==> src/hdl/msort_ram.sv <==
// Generic RAM: one write port, two read ports, registered read data.
// No dependencies.
module msort_ram #(
  parameter int WIDTH = 32,
  parameter int DEPTH = 64
) (
  input  logic                     clk,
  input  logic                     we,
  input  logic [$clog2(DEPTH)-1:0] wr_addr,
  input  logic [WIDTH-1:0]         wr_data,
  input  logic [$clog2(DEPTH)-1:0] rd_addr_a,
  input  logic [$clog2(DEPTH)-1:0] rd_addr_b,
  output logic [WIDTH-1:0]         rd_data_a,
  output logic [WIDTH-1:0]         rd_data_b
);

  logic [WIDTH-1:0] mem [DEPTH];

  // Write and read; a read of the entry written in the same cycle returns old data
  always_ff @(posedge clk) begin
    if (we) begin
      mem[wr_addr] <= wr_data;
    end
    rd_data_a <= mem[rd_addr_a];
    rd_data_b <= mem[rd_addr_b];
  end

endmodule

==> config.mk <==
export PLATFORM = sky130hd
export DESIGN_NAME = msort_ram
export DESIGN_NICKNAME = d
export VERILOG_FILES = /design/src/hdl/msort_ram.sv
export SDC_FILE = /design/constraint.sdc
export NUM_CORES = 2
export LEC_CHECK = 0
export BUFFER_PORTS_ARGS = -buffer_cell sky130_fd_sc_hd__buf_4
export CORE_MARGIN = 2
export CORE_UTILIZATION = 60
export CTS_CLUSTER_SIZE = 20
export DETAILED_ROUTE_END_ITERATION = 6
export HOLD_SLACK_MARGIN = 0.1
export MAX_ROUTING_LAYER = met4
export PLACE_DENSITY = 0.76
export SLEW_MARGIN = 20
export SYNTH_ARGS = -nofsm -noshare
export SYNTH_HDL_FRONTEND = slang
export SYNTH_SLANG_ARGS = --single-unit
==> constraint.sdc <==
create_clock -name clk -period 4.4 [get_ports clk]
set_input_delay 0.44 -clock clk [delete_from_list [all_inputs] [get_ports clk]]
set_output_delay 0.44 -clock clk [all_outputs]
set_load 0.005 [all_outputs]
* Yosys cells after proc, flatten, opt, wreduce, memory -nomap -nowiden *
Memory sizes are Yosys's and may differ from the RTL's. A register that Yosys moved wholly into a read port is not among the register bits.
Index checks and enable logic that the tools add are counted.

storage, ports and cells
  register bits = 0
  memory bits (writable) = 2048
  output and inout port bits = 64
  logic and storage cells = 3
  memories = 1

memories
  memory  words  bits a word  read ports  clocked after memory_dff  write ports  RTL line  source
  mem     64     32           2           2                         1            17        logic [WIDTH-1:0] mem [DEPTH];

cells by class
  multiplexer cells = 2

operators with widths
  operator          count
  1-bit 2-to-1 mux  2

* Longest topological paths before layout *
  depth in word-level cells = 2
  mapped depth = 10
  gate-level depth less buffers = 5

* Least setup slack after synthesis *
Ideal clock, no wire load.

  kind = input to register
  from = input wr_addr[3]
  to = memory mem[48][0] (enable)
  data arrival time = 3.170 ns
  required time = 3.939 ns
  setup slack = 0.769 ns
  stages = 4
  buffers on the path = 1
  path through = clkbuf_1 nor2b_1 nand4b_1 nor3_1

RTL lines
  item             RTL line  source
  start, declared  9         input logic [$clog2(DEPTH)-1:0] wr_addr,
  end, declared    17

No word-level cell before the write port.

==> flow_metrics.tcl <==
set metrics [dict create \
    rr_startpoint "mem[27][16]" \
    ant_nets 0 \
    clk_latency_ps 860 \
    vias 53680 \
    reg2regPathDepth 4 \
    htree_levels 4 \
    grt_usage_pct 36.95 \
    r2r_setup_slack_ps 1900 \
    drc_errors 0 \
    grt_overflow 0 \
    synth.largest_area_cell "edfxtp_1" \
    cts_num_sinks 2112 \
    min_period_ps 2741 \
    leakagePower_nw 33.93 \
    cp-end-kind "flop" \
    hold_violations 0 \
    vias_per_cell 7.781 \
    synth_nets 4464 \
    relSlewSlack_pct 21.85 \
    cts_setup_buffers 0 \
    synth_cells 4412 \
    startpoint "rd_addr_b[0]" \
    fill_cells 9439 \
    critPathRequiredTime_ps 5100 \
    root_buffer "clkbuf_16" \
    synth_common_cells "edfxtp_1, mux4_2, mux2i_1, clkbuf_1, buf_2" \
    drtIter0Drc 9513 \
    path_cells "buf_8 > buf_4 > buf_12 > mux4_2 > mux4_2 > o22ai_1 > a21oi_1" \
    vdd_drop_max_uv 451.5 \
    cp.arrival_ps 3450 \
    setup_viol 0 \
    cp-endpoint "rd_data_b[13]" \
    cts_hold_buffers 11 \
    max-cap-violations 0 \
    start_util_pct 60.40 \
    slowest_delay_ps 580 \
    avgSynthCellArea_um2 21.68 \
    hp-class "in -> reg" \
    tritoncts "done" \
    fin_nets 4677 \
    design.die.area_um2 162600 \
    setup_ws_ps 1659 \
    max_freq_ghz 0.3649 \
    dieHeight_um 403.3 \
    ios 116 \
    synth.area.top_cells "edfxtp_1, mux4_2, mux2i_1" \
    num_rows 146 \
    clkTransAtPathRegs_ps 70 \
    rsz0062_at_grt "false" \
    grt_pass1_wl_um 402500 \
    drv_slew 0 \
    dp_hpwl_um 167100 \
    tightestPinTransition_ps 1165 \
    area_growth_pct 12.40 \
    cts_buffer_depth 3 \
    dr.pass1.iters 6 \
    powerDensity_nw_per_um2 408.0 \
    synthesis.area_um2 95660 \
    yosys_warnings 0 \
    crit_top_cell "mux4_2" \
    async_flop_share_pct 0 \
    fin_skew_ps 24.58 \
    worst_r2r_endpoint "rd_data_b[16]" \
    drt-total-wl_um 286800 \
    status "complete, no violations" \
    crit_type "in -> reg" \
    yosysMostFrequentCell "edfxtp_1" \
    dp_slack_ps 795.8 \
    fin_tns_setup_ps 0 \
    cts_buffers 205 \
    die_w_um 403.3 \
    seq_area_frac_synth_pct 65.63 \
    netlist.area_leader.share_pct 64.29 \
    numPortBuffers 115 \
    ys_types 38 \
    synth_edf_count 2048 \
    path_max_fanout 42 \
    grt_pass1_vias 53090 \
    critPathLaunchType "primary input" \
    ys_ff_latch 2112 \
    cts_resized 0 \
    min-delay-start "wr_data[1]" \
    hold_path_depth 1 \
    critPathSlowestCell "mux4_2" \
    place_congestion 0.8695 \
    whs_ps 136.5 \
    final_layout_size_suffix_gt1_share_pct 39.19 \
    coreArea_um2 158400 \
    synth_flop_cell "edfxtp_1" \
    timing.final.crit_share_pct 62.29 \
    grt_max_degree 69 \
    antenna_found_initial 24 \
    wl_per_cell_um 41.58 \
]
==> layer usage <==
layer	share of wire [%]	wire length [um]	vias to the layer above	global-route usage [%]
met1	34	96170	28180	49.96
li1	-	-	19990	-
met2	46	131100	4682	52.81
met5	0	0	-	-
met4	4.6	13280	0	15.05
met3	16	46290	830	11.93
==> where the power goes <==
part	internal (W)	switching [W]	total [W]	leakage, nW
combinational	0.00157	0.00209	0.00366	11.6
clock	0.0102	0.00760	0.0178	3.32
sequential	0.0223	0.000174	0.0224	19.0
total	0.0340	0.00986	0.0439	33.9
==> cell usage in the layout (no fill, tap or decap), types with 36 or more instances in the layout <==
cell type / count
edfxtp_1: 2048
clkbuf_1: 56
mux2i_1: 204
clkinv_2: 42
nand2_1: 92
buf_4: 253
buf_12: 77
dfxtp_1: 64
mux2_2: 36
a21oi_1: 58
clkbuf_16: 208
a22oi_1: 85
o22ai_1: 56
nor2_4: 63
mux4_2: 1124
==> critical path: cells and delay by family <==
| family | cells | cell delay (ps) |
|---|---|---|
| buffers and inverters | 3 | 1250 |
| multiplexers | 2 | 1050 |
| AO/OA/AOI/OAI | 2 | 600 |
==> flip-flops by register name, summed over array words and instances, names as in the netlist <==
name       flops
mem         2048
rd_data_a     32
rd_data_b     32
==> metrics by stage <==
stage          total power, W  utilization, %  std cells  cell area (um2)
3_3_place_gp          0.02637           63.50       6474           100600
5_1_grt               0.04484           67.88       6894           107500
3_5_place_dp          0.02642           63.50       6474           100600
6_report              0.04387           67.89       6898           107500
4_1_cts               0.04385           67.83       6869           107400
2_1_floorplan         0.02490               -       4412            95660
==> how the worst min path moves through the flow <==
stage                     slack, ps      endpoint
after floorplan                 540     mem[0][0]
after global placement          820  rd_data_a[1]
after detailed placement        820  rd_data_a[1]
after CTS                       100     mem[8][9]
after global routing            150   mem[41][23]
final                           140    mem[58][1]
==> cells by family after synthesis <==
kind of cell	share of synthesized area (%)
compound gates	2.392
buf+inv	1.826
flops	65.63
mux	29.02
simple gates	1.133
==> area by class of cell <==
class                           count  area [um2]  area share [%]
Timing Repair Buffer              353        3690           3.432
Multi-Input combinational cell   1952       31650           29.43
Tap cell                         2072        2592           2.411
Sequential cell                  2112       62780           58.39
Antenna cell                       24       60.06         0.05585
Clock buffer                      282        5663           5.267
Clock inverter                    102        1089           1.012
Inverter                            1       3.754        0.003491
Power figures use the tool's default switching activity.
